<file path="config.mk">
export PLATFORM = sky130hd
export DESIGN_NAME = acre_front_flat
export DESIGN_NICKNAME = d
export VERILOG_FILES = /design/src/design/acre_pkg.sv /design/src/design/acre_sym_if.sv /design/src/design/acre_front.sv /design/src/flat_wrapper.sv
export SDC_FILE = /design/constraint.sdc
export NUM_CORES = 1
export LEC_CHECK = 0
export BUFFER_PORTS_ARGS = -buffer_cell sky130_fd_sc_hd__buf_4
export CAP_MARGIN = 30
export CORE_ASPECT_RATIO = 1.2
export CORE_MARGIN = 4
export CORE_UTILIZATION = 45
export DETAILED_ROUTE_END_ITERATION = 10
export MAX_ROUTING_LAYER = met4
export PLACE_DENSITY = 0.82
export SLEW_MARGIN = 20
export SYNTH_ARGS = -nofsm -noshare
export SYNTH_HDL_FRONTEND = slang
export SYNTH_SLANG_ARGS = --single-unit
</file>
<file path="constraint.sdc">
create_clock -name clk -period 3.3 [get_ports clk]
set_input_delay 0.165 -clock clk [delete_from_list [all_inputs] [get_ports clk]]
set_output_delay 0.165 -clock clk [all_outputs]
set_load 0.02 [all_outputs]
</file>
<file path="src/design/acre_pkg.sv">
// Shared types and constants for the adaptive context range encoder.
// Used by the channel interfaces, the front queue, the coding engine and the top level.
package acre_pkg;

  // Fixed field widths of the channels.
  localparam int SYM_W  = 8;
  localparam int BYTE_W = 8;

  // Model storage widths.
  localparam int FREQ_W  = 16;
  localparam int TOTAL_W = 17;

  // Default configuration.
  localparam int DEF_SYMBOL_BITS = 8;
  localparam int DEF_MODEL_ORDER = 1;

  // Coder constants.
  localparam logic [31:0] RANGE_TOP   = 32'h0100_0000;
  localparam logic [31:0] RANGE_BOT   = 32'h0001_0000;
  localparam logic [31:0] RANGE_FULL  = 32'hFFFF_FFFF;
  localparam logic [31:0] LOW_MASK    = 32'h0000_FFFF;
  localparam logic [16:0] STEP_INC    = 17'd32;
  localparam logic [17:0] TOTAL_LIMIT = 18'h0FFFF;
  localparam int          MAX_RENORM  = 4;
  localparam int          FLUSH_BYTES = 4;

  // One queued symbol request.
  typedef struct packed {
    logic [SYM_W-1:0] symbol;
    logic             is_last;
  } item_t;

endpackage

</file>
<file path="src/design/acre_sym_if.sv">
// Symbol request channel: valid/ready handshake with symbol and end-of-stream flag.
// Depends on acre_pkg for the field width.
interface acre_sym_if;
  import acre_pkg::*;

  logic             valid;
  logic             ready;
  logic [SYM_W-1:0] symbol;
  logic             is_last;

  modport source (output valid, output symbol, output is_last, input ready);
  modport sink (input valid, input symbol, input is_last, output ready);
endinterface

</file>
<file path="src/design/acre_front.sv">
// Front end: accepts symbol requests, trims the symbol to the alphabet and queues them.
// Depends on acre_pkg and acre_sym_if.
module acre_front #(
  parameter int SYMBOL_BITS = acre_pkg::DEF_SYMBOL_BITS
) (
  input  logic            clk,
  input  logic            rst,
  acre_sym_if.sink        sym_ch,
  input  logic            clearing,
  output logic            q_valid,
  output acre_pkg::item_t q_item,
  input  logic            pop
);
  import acre_pkg::*;

  localparam logic [SYM_W-1:0] SYM_MASK = SYM_W'((1 << SYMBOL_BITS) - 1);

  item_t      slots [2];
  logic       wr_ptr;
  logic       rd_ptr;
  logic [1:0] count;
  logic       push;

  // No requests are taken while the model tables are being cleared.
  assign sym_ch.ready = !clearing && (count != 2'd2);
  assign push         = sym_ch.valid && sym_ch.ready;
  assign q_valid      = (count != 2'd0);
  assign q_item       = slots[rd_ptr];

  // Two-entry queue between the handshake and the coding engine.
  always_ff @(posedge clk) begin
    if (rst) begin
      wr_ptr <= 1'b0;
      rd_ptr <= 1'b0;
      count  <= 2'd0;
    end else begin
      if (push) begin
        slots[wr_ptr].symbol  <= sym_ch.symbol & SYM_MASK;
        slots[wr_ptr].is_last <= sym_ch.is_last;
        wr_ptr                <= !wr_ptr;
      end
      if (pop) begin
        rd_ptr <= !rd_ptr;
      end
      if (push && !pop) begin
        count <= count + 2'd1;
      end else if (pop && !push) begin
        count <= count - 2'd1;
      end
    end
  end

  a_no_pop_empty: assert property (@(posedge clk) disable iff (rst) pop |-> q_valid)
    else $error("queue popped while empty");
  a_no_push_clear: assert property (@(posedge clk) disable iff (rst) clearing |-> !push)
    else $error("request taken during table clearing");
  a_count_range: assert property (@(posedge clk) disable iff (rst)
    (count == 2'd2) |=> (count != 2'd0))
    else $error("queue count jumped from full to empty");

endmodule

</file>
<file path="src/flat_wrapper.sv">
// flat-port wrapper written by rule: the top's interface ports become plain ports
module acre_front_flat import acre_pkg::*;
#(
  parameter int SYMBOL_BITS = acre_pkg::DEF_SYMBOL_BITS
)
  (clk, rst, clearing, q_valid, q_item, pop, sym_ch_valid, sym_ch_symbol, sym_ch_is_last, sym_ch_ready);
  acre_sym_if sym_ch_i ();
  input  logic clk;
  input  logic rst;
  input  logic clearing;
  output logic q_valid;
  output acre_pkg::item_t q_item;
  input  logic pop;
  input wire logic [$bits(sym_ch_i.valid)-1:0] sym_ch_valid;
  input wire logic [$bits(sym_ch_i.symbol)-1:0] sym_ch_symbol;
  input wire logic [$bits(sym_ch_i.is_last)-1:0] sym_ch_is_last;
  output wire logic [$bits(sym_ch_i.ready)-1:0] sym_ch_ready;
  assign sym_ch_i.valid = sym_ch_valid;
  assign sym_ch_i.symbol = sym_ch_symbol;
  assign sym_ch_i.is_last = sym_ch_is_last;
  assign sym_ch_ready = sym_ch_i.ready;
  acre_front #(.SYMBOL_BITS(SYMBOL_BITS)) u_core (.clk(clk), .rst(rst), .sym_ch(sym_ch_i), .clearing(clearing), .q_valid(q_valid), .q_item(q_item), .pop(pop));
endmodule
</file>
==> run metrics <==
outcome=finished clean; CP Max Fanout=4; Critical Path AT=1.87 ns; yosys warns=0; Num CTS Buffers=3; Min Hold Slack=0.0483 ns; Max Cap Viol=0; Antenna diodes=0; register area=641 um2; multi-input logic area=approximately 230 um2; post-route ant nets=0; Port Buffers=24; dpl cells=99; Leak=0.454 nW; number of distinct library cells after synthesis=20; #FFs+latches synth=23; Clk Tree Root Cell=clkbuf_4; Detailed Route WL=1310 um; vias per cell=between 4 and 5; Post-Syn Area=887 um2; filler cell count=about 160; largest net degree at the start of global routing=14; row count=17; clk_lat worst skew=0.29 ns; Slew HR=0.725; average wire per standard cell=12.7 um; commonest non-fill, non-tap cell in the layout=buf_4; syn_nets=71; CTS sink cnt=23; grt ovf=0; placed cell area=between 1000 and 1500 um2; min-delay worst type=primary input to register; Seq/Total Area, Yosys=0.722; number of global-route vias before repair=531; IR drop worst, VDD=about 0.32 mV; Reg-to-Reg Start=u_core.count[0]; pwr/cell area=490 nW/um2; DRC viols=0; Final Hold Violating Endpoints=0; post-route cell area=1120 um2; initial antenna violation count=0; Die Width=between 40 and 50 um; commonest cells after routing, fill and taps aside=26 x buf_4, 18 x edfxtp_1, 9 x mux2_1, 5 x dfxtp_1, 4 x nor2_1; Die Y=56.6 um; Final Wtd Congestion=0.643; RSZ-0062 raised after global routing=false; leading cell types by total area after synthesis=edfxtp_1 61%, mux2_1 11%, dfxtp_1 11%; Initial Utilization=0.479; Reg clk slew, reported paths=between 0.1 and 0.15 ns; CTS resizes=0; Pre-Repair DR Iteration Count=4; worst setup path start=u_core.count[0]; Worst R2R Setup Slack=between 1.5 and 2 ns; area share of the largest cell type after synthesis=0.609; Critical Path Source Type=register; first-pass GRT wire length=2260 um; pre-CTS setup slack=1.67 ns; top cell type by total area after synthesis=edfxtp_1; Die ar.=2750 um2; Worst-Margin Slew=0.411 ns; Max Fclk=608 MHz; final net count=100; TNS Setup=0 ns; synthesized area per cell=15.8 um2; CP Capture Type=register; min Tclk post-route=1.65 ns; layout cells sized above 1=0.369; clock skew=about 0.0027 ns; Overall Power=0.552 mW; critical path class=register to register; IO Pins=25; # setup viols final=0; Gate Count Post-Synth=56; hold_buf cts=0; pins over their slew limit=0; final core utilization=0.608; period utilisation layout=0.499; setup bufs post-CTS=0; H-tree depth=1; CTS tree=done; hpwl dp=1020 um; setup ws final=1.65 ns; Core Box Area=1850 um2; gr usage total=0.105; hold_sp=sym_ch_symbol[6]; Iter 0 DRT Violations=10; CP required=roughly 3.5 ns; Area Growth Syn to Fin=26.8%; Layout Cells excl Fill=103; Longest Clk Path Bufs=2; Vias=510
-- power by group --
group / total (mW) / switching [mW] / internal [mW]
clock network: 0.119 / 0.0740 / 0.0450
registers: 0.339 / 0.0116 / 0.327
logic: 0.0941 / 0.0451 / 0.0490
total: 0.552 / 0.131 / 0.421
-- cells by family (layout without fill, tap and decap cells) --
family,count (synthesis),count (layout),synth area share
AOI/OAI and AO/OA,2,2,0.0113
xor gates and xnor gates,3,3,0.0296
adders and majority gates,1,1,0.0141
buffers and inverters,4,32,0.0183
DFF,23,23,0.722
muxes,10,10,0.127
and+or+nand+nor,13,13,0.0776
-- state kept, by name (all words and copies together) (netlist names), named ones only --
name,cells
u_core.rd_ptr,1
u_core.slots,18
u_core.count,2
u_core.wr_ptr,1
-- final cells by class --
| type | count | share of cell area |
|---|---|---|
| tap | 19 | 0.0211 |
| sequential | 23 | 0.570 |
| inverter | 2 | 0.00667 |
| multi-input combinational | 29 | 0.205 |
| timing repair buffer | 26 | 0.174 |
| clock buffer | 3 | 0.0200 |
| clock inverter | 1 | 0.00445 |
-- Yosys cell counts --
| cell type | number |
|---|---|
| xnor2_1 | 1 |
| nand2_1 | 1 |
| a21oi_1 | 1 |
| nor2b_1 | 3 |
| mux2_2 | 1 |
| xor2_1 | 2 |
| or2_1 | 1 |
| nor3_1 | 1 |
| dfxtp_1 | 5 |
| o21ai_0 | 1 |
| clkbuf_1 | 1 |
| buf_2 | 1 |
| edfxtp_1 | 18 |
| nor3b_1 | 1 |
| ha_1 | 1 |
| mux2_1 | 9 |
| nand2b_1 | 1 |
| or3_1 | 1 |
| nor2_1 | 4 |
| inv_1 | 2 |
-- path summary, 6_finish.rpt --
check | end | cells past startpoint
setup reg to reg | u_core.count[1] | 6
setup / recovery | u_core.count[1] | 6
hold / removal | u_core.slots[1][7] | 1
hold reg to reg | register | 2
-- per-layer routing --
metal  routed length (um)  global-route usage  part of all wire  up-vias
met4                    0              0.0231                 0        0
met3                  104              0.0345             0.080        0
met2                  664               0.172              0.51       19
met1                  538               0.126              0.41      236
li1                     -                   -                 -      255
met5                    0                   -                 0        -
-- worst max-delay path, cell delays in order, from the launching register on --
cell	delay, ns
dfxtp_1	0.36
nand2b_1	0.17
nand2_1	0.12
inv_1	0.06
ha_1	0.30
or3_1	0.38
a21oi_1	0.18
Note: power is estimated with default switching activity, not from simulation.
